File: src/hw/rtl/pddm_pkg.sv
// Package of the periodic day-date block: field widths, calendar constants,
// sequencer states, shared-unit control types and the month length function.
// Depends on nothing.
package pddm_pkg;

	// Fixed field widths.
	localparam int DAY_W    = 10;  // holds a day plus the largest period
	localparam int HIT_W    = 5;
	localparam int MONTH_W  = 4;
	localparam int PERIOD_W = 9;
	localparam int LEN_W    = 5;

	// Calendar constants.
	localparam logic [MONTH_W-1:0] JANUARY  = 4'd1;
	localparam logic [MONTH_W-1:0] MON_FEB  = 4'd2;
	localparam logic [MONTH_W-1:0] MON_APR  = 4'd4;
	localparam logic [MONTH_W-1:0] MON_JUN  = 4'd6;
	localparam logic [MONTH_W-1:0] MON_SEP  = 4'd9;
	localparam logic [MONTH_W-1:0] MON_NOV  = 4'd11;
	localparam logic [MONTH_W-1:0] DECEMBER = 4'd12;
	localparam int CENTURY      = 100;
	localparam int CENTURY_LAST = 99;
	localparam logic [LEN_W-1:0] LEN_28 = 5'd28;
	localparam logic [LEN_W-1:0] LEN_29 = 5'd29;
	localparam logic [LEN_W-1:0] LEN_30 = 5'd30;
	localparam logic [LEN_W-1:0] LEN_31 = 5'd31;

	// Sequencer states.
	typedef enum logic [2:0] {
		ST_IDLE,
		ST_PREP,
		ST_TEST,
		ST_ADD,
		ST_NORM
	} seq_state_t;

	// Control and status of the shared add/subtract unit.
	typedef struct packed {
		logic sub;
	} alu_ctl_t;

	typedef struct packed {
		logic borrow;
		logic zero;
	} alu_flag_t;

	// Days in a month; months out of range count as 31 days.
	function automatic logic [LEN_W-1:0] month_len(input logic [MONTH_W-1:0] m,
			input logic leap);
		logic [LEN_W-1:0] len;
		case (m) inside
			MON_APR, MON_JUN, MON_SEP, MON_NOV: len = LEN_30;
			MON_FEB: len = leap ? LEN_29 : LEN_28;
			default: len = LEN_31;
		endcase
		return len;
	endfunction

endpackage

File: src/hw/rtl/pddm_alu.sv
// Shared add/subtract unit of the periodic day-date block.
// Depends on pddm_pkg for its control and flag types.
module pddm_alu import pddm_pkg::*; #(
	parameter int W = 13
) (
	input  alu_ctl_t       ctl,
	input  logic [W-1:0]   a,
	input  logic [W-1:0]   b,
	output logic [W-1:0]   res,
	output alu_flag_t      flag
);

	logic [W:0] wide;

	// One adder serves both directions; a subtract adds the complement plus one.
	assign wide = {1'b0, a} + {1'b0, (ctl.sub ? ~b : b)} + (W + 1)'(ctl.sub);
	assign res  = wide[W-1:0];

	// Without a carry out a subtract has borrowed.
	assign flag.borrow = ctl.sub & ~wide[W];
	assign flag.zero   = (wide[W-1:0] == '0);

endmodule

File: src/hw/rtl/periodic_day_dates_in_month.sv
// Top level of the periodic day-date block; depends on pddm_pkg and pddm_alu.
// A zero period is answered in the cycle after the request. Otherwise the prep state strips
// centuries from start_year, then each period step visits the test and add states, then the
// norm state once per month boundary crossed plus once; each day leaves one step later.
// Throughput: one request at a time; busy falls in the cycle the last result is strobed.
// Reset: arst_n clears the sequencer and the result strobe; the receiver cannot stall.
module periodic_day_dates_in_month import pddm_pkg::*; #(
	parameter int YEAR_BITS  = 12,
	parameter int MAX_PERIOD = 365
) (
	input  logic                  clk,
	input  logic                  arst_n,
	input  logic                  start,
	output logic                  busy,
	input  logic [HIT_W-1:0]      start_day,
	input  logic [MONTH_W-1:0]    start_month,
	input  logic [YEAR_BITS-1:0]  start_year,
	input  logic [PERIOD_W-1:0]   period_days,
	input  logic [MONTH_W-1:0]    target_month,
	input  logic [YEAR_BITS-1:0]  target_year,
	output logic                  result_valid,
	output logic [HIT_W-1:0]      hit_day,
	output logic                  has_date,
	output logic                  last_of_run,
	output logic                  bad_period
);

	// The walk may run one year past the target, so the year gets a spare bit.
	localparam int YW    = YEAR_BITS + 1;
	localparam int ALU_W = (YW > DAY_W) ? YW : DAY_W;
	localparam logic [PERIOD_W-1:0] PERIOD_CAP =
		(MAX_PERIOD >= (1 << PERIOD_W)) ? {PERIOD_W{1'b1}} : PERIOD_W'(MAX_PERIOD);

	seq_state_t state_q, state_d;

	logic [DAY_W-1:0]     day_q;
	logic [MONTH_W-1:0]   month_q;
	logic [YW-1:0]        year_q;
	logic [YEAR_BITS-1:0] rem_q;
	logic [1:0]           cent_q;
	logic [PERIOD_W-1:0]  per_q;
	logic [MONTH_W-1:0]   tmon_q;
	logic [YEAR_BITS-1:0] tyear_q;
	logic [HIT_W-1:0]     pend_q;
	logic                 pend_vld_q;

	logic                 result_valid_q;
	logic [HIT_W-1:0]     hit_day_q;
	logic                 has_date_q;
	logic                 last_q;
	logic                 bad_q;

	alu_ctl_t             alu_ctl;
	alu_flag_t            alu_flag;
	logic [ALU_W-1:0]     alu_a;
	logic [ALU_W-1:0]     alu_b;
	logic [ALU_W-1:0]     alu_res;

	logic                 leap;
	logic [LEN_W-1:0]     mlen;
	logic                 earlier;
	logic                 in_target;
	logic                 accept;
	logic                 zero_period;
	logic                 seeking;

	assign accept      = start && (state_q == ST_IDLE);
	assign zero_period = (period_days == '0);
	assign busy        = (state_q != ST_IDLE);

	// Leap rule from the low year bits and the century split kept beside the year.
	assign leap = (year_q[1:0] == 2'b00) && ((rem_q != '0) || (cent_q == 2'b00));
	assign mlen = month_len(month_q, leap);

	// Date order against day 1 of the target month, and membership in that month.
	always_comb begin
		if (year_q != YW'(tyear_q)) begin
			earlier = (year_q < YW'(tyear_q));
		end else if (month_q != tmon_q) begin
			earlier = (month_q < tmon_q);
		end else begin
			earlier = (day_q == '0);
		end
	end

	assign in_target = (year_q == YW'(tyear_q)) && (month_q == tmon_q);
	assign seeking   = !pend_vld_q && earlier;

	// Operand selection for the shared unit.
	always_comb begin
		case (state_q)
			ST_PREP: begin
				alu_a   = ALU_W'(rem_q);
				alu_b   = ALU_W'(CENTURY);
				alu_ctl = '{sub: 1'b1};
			end
			ST_ADD: begin
				alu_a   = ALU_W'(day_q);
				alu_b   = ALU_W'(per_q);
				alu_ctl = '{sub: 1'b0};
			end
			ST_NORM: begin
				alu_a   = ALU_W'(day_q);
				alu_b   = ALU_W'(mlen);
				alu_ctl = '{sub: 1'b1};
			end
			default: begin
				alu_a   = '0;
				alu_b   = '0;
				alu_ctl = '{sub: 1'b0};
			end
		endcase
	end

	pddm_alu #(
		.W (ALU_W)
	) u_alu (
		.ctl  (alu_ctl),
		.a    (alu_a),
		.b    (alu_b),
		.res  (alu_res),
		.flag (alu_flag)
	);

	// Sequencer state register.
	always_ff @(posedge clk or negedge arst_n) begin
		if (!arst_n) begin
			state_q <= ST_IDLE;
		end else begin
			state_q <= state_d;
		end
	end

	// Next state of the sequencer.
	always_comb begin
		state_d = state_q;
		case (state_q)
			ST_IDLE: begin
				if (accept && !zero_period) begin
					state_d = ST_PREP;
				end
			end
			ST_PREP: begin
				if (alu_flag.borrow) begin
					state_d = ST_TEST;
				end
			end
			ST_TEST: begin
				if (seeking || in_target) begin
					state_d = ST_ADD;
				end else begin
					state_d = ST_IDLE;
				end
			end
			ST_ADD: begin
				state_d = ST_NORM;
			end
			ST_NORM: begin
				if (alu_flag.borrow || alu_flag.zero) begin
					state_d = ST_TEST;
				end
			end
			default: begin
				state_d = ST_IDLE;
			end
		endcase
	end

	// Control flags: held day marker and result strobe.
	always_ff @(posedge clk or negedge arst_n) begin
		if (!arst_n) begin
			pend_vld_q     <= 1'b0;
			result_valid_q <= 1'b0;
		end else begin
			result_valid_q <= 1'b0;
			case (state_q)
				ST_IDLE: begin
					pend_vld_q <= 1'b0;
					if (accept && zero_period) begin
						result_valid_q <= 1'b1;
					end
				end
				ST_TEST: begin
					if (!seeking) begin
						if (in_target) begin
							pend_vld_q     <= 1'b1;
							result_valid_q <= pend_vld_q;
						end else begin
							result_valid_q <= 1'b1;
						end
					end
				end
				default: begin
					pend_vld_q <= pend_vld_q;
				end
			endcase
		end
	end

	// Walk registers and result payload.
	always_ff @(posedge clk) begin
		case (state_q)
			ST_IDLE: begin
				if (accept) begin
					day_q   <= DAY_W'(start_day);
					month_q <= start_month;
					year_q  <= YW'(start_year);
					rem_q   <= start_year;
					cent_q  <= 2'b00;
					per_q   <= (int'(period_days) > MAX_PERIOD) ? PERIOD_CAP : period_days;
					tmon_q  <= target_month;
					tyear_q <= target_year;
					if (zero_period) begin
						hit_day_q  <= '0;
						has_date_q <= 1'b0;
						last_q     <= 1'b1;
						bad_q      <= 1'b1;
					end
				end
			end
			ST_PREP: begin
				// Strip one century a cycle to find the year within its century.
				if (!alu_flag.borrow) begin
					rem_q  <= alu_res[YEAR_BITS-1:0];
					cent_q <= cent_q + 2'd1;
				end
			end
			ST_TEST: begin
				// A day is held one step so that the final one can be marked last.
				if (!seeking) begin
					if (in_target) begin
						pend_q     <= day_q[HIT_W-1:0];
						hit_day_q  <= pend_q;
						has_date_q <= 1'b1;
						last_q     <= 1'b0;
						bad_q      <= 1'b0;
					end else begin
						hit_day_q  <= pend_vld_q ? pend_q : '0;
						has_date_q <= pend_vld_q;
						last_q     <= 1'b1;
						bad_q      <= 1'b0;
					end
				end
			end
			ST_ADD: begin
				day_q <= alu_res[DAY_W-1:0];
			end
			ST_NORM: begin
				// Carry whole months out of the day count, rolling the year after December.
				if (!alu_flag.borrow && !alu_flag.zero) begin
					day_q <= alu_res[DAY_W-1:0];
					if (month_q >= DECEMBER) begin
						month_q <= JANUARY;
						year_q  <= year_q + YW'(1);
						if (rem_q == YEAR_BITS'(CENTURY_LAST)) begin
							rem_q  <= '0;
							cent_q <= cent_q + 2'd1;
						end else begin
							rem_q <= rem_q + YEAR_BITS'(1);
						end
					end else begin
						month_q <= month_q + MONTH_W'(1);
					end
				end
			end
			default: begin
				day_q <= day_q;
			end
		endcase
	end

	assign result_valid = result_valid_q;
	assign hit_day      = hit_day_q;
	assign has_date     = has_date_q;
	assign last_of_run  = last_q;
	assign bad_period   = bad_q;

endmodule

File: config.mk
export PLATFORM = sky130hd
export DESIGN_NAME = periodic_day_dates_in_month
export DESIGN_NICKNAME = d
export VERILOG_FILES = /design/src/hw/rtl/pddm_pkg.sv /design/src/hw/rtl/pddm_alu.sv /design/src/hw/rtl/periodic_day_dates_in_month.sv
export SDC_FILE = /design/constraint.sdc
export NUM_CORES = 1
export LEC_CHECK = 0
export ABC_AREA = 0
export BUFFER_PORTS_ARGS = -buffer_cell sky130_fd_sc_hd__buf_2
export CAP_MARGIN = 20
export CORE_MARGIN = 2
export CORE_UTILIZATION = 50
export CTS_CLUSTER_SIZE = 24
export DETAILED_ROUTE_END_ITERATION = 10
export PLACE_DENSITY = 0.68
export SLEW_MARGIN = 20
export SYNTH_ARGS = -nofsm -noshare
export SYNTH_HDL_FRONTEND = slang
export SYNTH_SLANG_ARGS = --single-unit
File: constraint.sdc
create_clock -name clk -period 6.84 [get_ports clk]
set_input_delay 0.342 -clock clk [delete_from_list [all_inputs] [get_ports clk]]
set_output_delay 0.342 -clock clk [all_outputs]
set_load 0.1 [all_outputs]
---- After elaboration in Yosys (flattened, before gate mapping) ----
Cells that the tools add are included.
cells by class
  mux-type cells .......................... 60
  reduce and logical (&&, ||, !) cells .... 39
  eq/ne operators ......................... 24
  bitwise logic cells ..................... 4
  shift operators ......................... 0
  order comparisons ....................... 4
  div/mod/pow operators ................... 0
  add/subtract/negate cells ............... 6
  $mul .................................... 0
operators with widths
  operator                                                                count
  12-bit 2-to-1 mux                                                       5
  13-bit 2-to-1 mux                                                       4
  12-bit one-hot mux with 3 select lines                                  1
  5-bit 2-to-1 mux                                                        6
  10-bit one-hot mux with 3 select lines                                  1
  9-bit one-hot mux with 3 select lines                                   1
  13-bit one-hot mux with 2 select lines                                  1
  12-bit one-hot mux with 2 select lines                                  1
  10-bit 2-to-1 mux                                                       2
  2-bit != test, second input constant                                    9
  1-bit 2-to-1 mux                                                        16
  3-bit one-hot mux with 5 select lines                                   1
  12-bit by 13-bit adder with 14-bit output                               1
  14-bit by 1-bit adder with 14-bit output                                1
  2-bit 2-to-1 mux                                                        7
  13-bit by 1-bit adder with 13-bit output, second input constant         1
  13-bit by 12-bit equality test with 1-bit output                        1
  13-bit logical NOT                                                      1
  13-bit by 12-bit less-than comparator with 1-bit output                 1
  13-bit by 12-bit != test with 1-bit output                              1
  9-bit inverter with 13-bit output                                       1
  12-bit by 1-bit adder with 12-bit output, second input constant         1
  12-bit by 7-bit equality test with 1-bit output, second input constant  1
  4-bit 2-to-1 mux                                                        3
  38 further kinds                                                        69
storage, ports and cells
  ROM bits ................................ 0
  latch bits .............................. 0
  flip-flop bits (word level) ............. 84
  memory bits (writable) .................. 0
  input port bits ......................... 49
  memories kept ........................... 0
  word-level logic and storage cells ...... 153
  output and inout port bits .............. 10

---- Depth between registers and ports, before layout ----
  depth in word-level cells ............... 17
  gate-level depth with buffers ........... 17
  depth with buffers taken out ............ 16

---- Cells and area by module ----
From an unflattened synthesis, not the netlist that was laid out.
unflattened totals
  cells, all modules ...................... 547
  area, all modules ....................... 5545.3 um^2
by module, submodules not included
  module                       sequential area each (um^2)  cells each  area each (um^2)  instances
  periodic_day_dates_in_month  2497.4                       429         4644.5            1
  pddm_alu                     0.0                          118         900.9             1

---- Worst setup path before layout ----
Ideal clock, no wire load.
  path kind ............................... register -> register
  from .................................... reg state_q[2]
  to ...................................... reg rem_q[0], enable pin
  cell stages (with the launch flop) ...... 16
  period minus slack after synthesis ...... 4.024 ns
  arrival time ............................ 3.642 ns
  library setup time ...................... 0.382 ns
  setup slack ............................. 2.816 ns
  buffers on the path ..................... 2
  required time ........................... 6.458 ns
  cell sequence ........................... dfrtp_1 -> nand2b_1 -> buf_4 -> or2_2 -> nand2_1 -> clkbuf_1 -> a22o_1 -> ha_1 -> and4_4 -> and3_4 -> a221o_1 -> nand2_1 -> o211ai_2 -> o21ai_1 -> nor2_1 -> o21ai_1
on the way
  cells in the longest elaborated chain, start to end .. 12
  elaborated cells on any way between the ends .. 26
  those cells by class .................... add/sub (2); eq/ne (7); mux (4); bitwise (3); reduce/logical (10)
RTL lines
  item                                                                                line                                text
  start, declared                                                                     periodic_day_dates_in_month.sv:34   seq_state_t state_q, state_d;
  start signal, assigned                                                              periodic_day_dates_in_month.sv:130  state_q <= state_d;
  branches (longest 11 deep; another with 12-bit by 13-bit adder with 14-bit output)  -
  5-bit AND reduction (no source line) (*)                                            -
  end signal, assigned                                                                periodic_day_dates_in_month.sv:208  rem_q <= start_year;
  end signal, assigned                                                                periodic_day_dates_in_month.sv:224  rem_q <= alu_res[YEAR_BITS-1:0];
  end signal, assigned                                                                periodic_day_dates_in_month.sv:259  rem_q <= rem_q + YEAR_BITS'(1);
  end, declared                                                                       periodic_day_dates_in_month.sv:39   logic [YEAR_BITS-1:0] rem_q;
Mark *: on every way between the ends.
A chain may end at the register's enable or synchronous reset.

---- Final worst setup path ----
  from .................................... reg state_q[1]
  to ...................................... reg rem_q[10], enable pin
Same word-level chain as after synthesis.

==> flow_summary.json <==
{
  "ant_nets": 0,
  "hold_viol_final": 0,
  "die_w_um": 108,
  "synth.yosys.seq_area_share_pct": 46.4,
  "synthArstFlopShare_pct": 5.95,
  "via_count": 4390,
  "synth_ff_type": "edfxtp_1",
  "cp.required_ns": 6.83,
  "nets": 679,
  "vdd_ir_drop_max_v": 0.000215,
  "status": "finished clean",
  "cp_num_buf_inv": 1,
  "critPathLaunchType": "flip-flop",
  "power_frac_seq_pct": 33.5,
  "power_density_mw_per_mm2": 484,
  "cts_setup_buffers": 0,
  "synth-edff-count": 79,
  "fp.dieH_um": 108,
  "fin_ws_ns": 2.19,
  "clk_latency_ns": 0.36,
  "crit_type": "reg2reg",
  "period_share_pct": 68.1,
  "cts_buffer_depth": 2,
  "grtUsageTotal_pct": 24.5,
  "synth.net_count": 620,
  "slew_headroom_pct": 31.6,
  "register_area_mm2": 0.00250,
  "yosysTopAreaCell": "edfxtp_1",
  "ys_ff_latch": 84,
  "ys_types": 78,
  "firstDrtPassIters": 8,
  "syn_area_mm2": 0.00538,
  "tightest_slew_ns": 1.02,
  "antenna_cells": 0,
  "gp_congestion": 0.987,
  "io-pin-count": 59,
  "die-area_mm2": 0.0116,
  "drc": 0,
  "tritoncts": "yes",
  "power.internal_uw": 1610,
  "port_buffers": 58,
  "syn_inst": 536,
  "timing.fmax_ghz": 0.215,
  "post_synth.cell_area_avg_um2": 10.0,
  "drv_cap": 0,
  "grt_start_max_net_pins": 37,
  "rsz0062_at_grt": "no",
  "cp_slowest_stage_delay_ns": 0.81,
  "core_mm2": 0.0104,
  "maxSlewViolCount": 0,
  "ys_warn_count": 0,
  "p_leak_uw": 0.00252,
  "fill_cells": 891,
  "swShare_pct": 45.2,
  "cts_buffers": 9,
  "rows": 37,
  "clock-root-buffer": "clkbuf_8",
  "p_sw_uw": 1330,
  "dp_hpwl_um": 10300,
  "cp_slowest_cell": "o21ai_1",
  "h-tree-depth": 3,
  "path_max_fanout": 15,
  "wl_per_cell_um": 18.5,
  "multiInputGateArea_mm2": 0.00268,
  "wl_um": 13600,
  "finClkSkew_ns": 0.00751,
  "start_util_pct": 51.9,
  "antenna_found_initial": 0,
  "drtIter0Drc": 389,
  "grt_pass1_wl_um": 21600,
  "fin_tns_setup_ns": 0,
  "hold_path.class": "in2reg",
  "combPwrFrac_pct": 50.8,
  "p_clk_share_pct": 15.7,
  "cp_top_family": "compound AO/OA/AOI/OAI gates",
  "synth_top_area_share_pct": 44.1,
  "clock_sinks": 84,
  "gr-total-overflow": 0,
  "ys_top_cells_by_area": "edfxtp_1 (44%), ha_1 (7.9%), nand2_1 (4.9%)",
  "viasPerCell": 5.96,
  "grt_pass1_vias": 4202,
  "syn_to_final_growth_pct": 12.9,
  "path_clk_slew_ns": 0.09,
  "pre_cts_slack_ns": 2.21,
  "drive_above_1_share_pct": 18.2,
  "end_kind": "flip-flop",
  "fin_crit_ns": 4.65,
  "arrival_ns": 4.64,
  "setup_viol": 0,
  "crit_path_cell_trace": "inv_2 -> or2_2 -> nand2_1 -> a22o_1 -> ha_1 -> and4_4 -> and3_4 -> a221o_1 -> nand2_1 -> o211ai_2 -> o21ai_1 -> nor2_1 -> o21ai_1"
}
-- final cells by class --
class,instances,share of cell area [%]
multi-input combinational,400,44.0
clock inverter,7,2.29
timing repair buffer,63,5.44
tap,136,2.80
clock buffer,9,2.04
sequential,84,41.1
inverter,37,2.29
-- cell usage after synthesis, types with 5 or more instances --
cell	instances
xor2_1	11
a31oi_1	5
clkbuf_1	12
nand3_1	23
dfrtp_1	5
a21o_1	8
nand2b_1	10
nand2_1	70
edfxtp_1	79
nor3_1	7
a22o_1	6
ha_1	34
inv_1	36
and3_1	6
a21oi_1	28
xnor2_1	14
nand4_1	5
nor2_1	48
and2_1	12
o221ai_1	7
o21ai_0	31
-- placed cells by master (no fill, tap or decap), types with 5 or more instances in the layout --
cell type	n
ha_1	34
buf_2	58
nand2b_1	10
clkbuf_8	9
a22o_1	6
inv_1	36
o21ai_0	31
a21oi_1	28
a21o_1	8
nand3_1	23
edfxtp_1	79
dfrtp_1	5
and3_1	6
xor2_1	11
xnor2_1	14
nor3_1	7
a31oi_1	5
and2_1	12
o221ai_1	7
nand2_1	70
nand4_1	5
nor2_1	48
-- power by group through the flow --
stage | registers [uW] | clock network (uW) | logic, uW
floorplan | 948 | 0 | 1090
global placement | 989 | 0 | 1450
detailed placement | 991 | 0 | 1460
CTS | 981 | 470 | 1470
global route | 1000 | 491 | 1630
finish | 985 | 463 | 1490
-- state kept, by name, summed over array words and instances, names as in the netlist --
register	flops
bad_period	1
cent_q	2
day_q	10
has_date	1
hit_day	5
last_of_run	1
month_q	4
pend_q	5
pend_vld_q	1
per_q	9
rem_q	12
result_valid	1
state_q	3
tmon_q	4
tyear_q	12
year_q	13
-- cell families after synthesis --
kind of cell / share of synthesized area, %
flip-flops: 46.4
AO/OA/AOI/OAI: 17.2
buffers and inverters: 3.90
AND/OR/NAND/NOR: 19.8
adder cells (fa/ha/maj): 8.28
multiplexers: 0.395
XOR/XNOR: 4.07
-- final timing paths --
path / start / endpoint / slack [ns] / cells past startpoint
max: state_q[1] / rem_q[10] / 2.19 / 13
min: target_month[0] / tmon_q[0] / 0.15 / 1
max reg2reg: state_q[1] / rem_q[10] / 2.19 / 13
min reg2reg: pend_q[3] / hit_day[3] / 0.53 / 1
max in group asynchronous: arst_n / state_q[2] / 6.39 / 2
min in group asynchronous: arst_n / result_valid / 0.31 / 2
-- per-layer routing --
| metal | wire length [um] | vias up | track usage (%) |
|---|---|---|---|
| met5 | 0 | - | 0 |
| met4 | 406 | 0 | 10.6 |
| met3 | 844 | 29 | 4.54 |
| met2 | 6330 | 167 | 38.4 |
| met1 | 6010 | 2134 | 33.3 |
| li1 | - | 2060 | - |
-- metrics by stage --
step	cell area (um2)	hold WS [ns]	util, %	cells	power (uW)
floorplan	5380	0.0464	-	536	2030
CTS	6070	0.136	58.6	736	2920
detailed placement	5800	0.166	55.9	719	2450
global route	6070	0.127	58.6	736	3120
finish	6070	0.151	58.6	736	2940
global placement	5800	0.162	55.9	719	2440
-- worst register-to-register path, stage by stage (launching register included) --
cell,delay [ns]
dfrtp_1,0.70
inv_2,0.18
or2_2,0.35
nand2_1,0.38
a22o_1,0.21
ha_1,0.32
and4_4,0.24
and3_4,0.18
a221o_1,0.36
nand2_1,0.11
o211ai_2,0.13
o21ai_1,0.19
nor2_1,0.11
o21ai_1,0.81
-- repair_timing --
item	4_1_cts	5_1_grt
resized for setup	0	0
hold endpoints to repair	5	0
hold buffers	1	0
(Power assumes the default switching activity.)
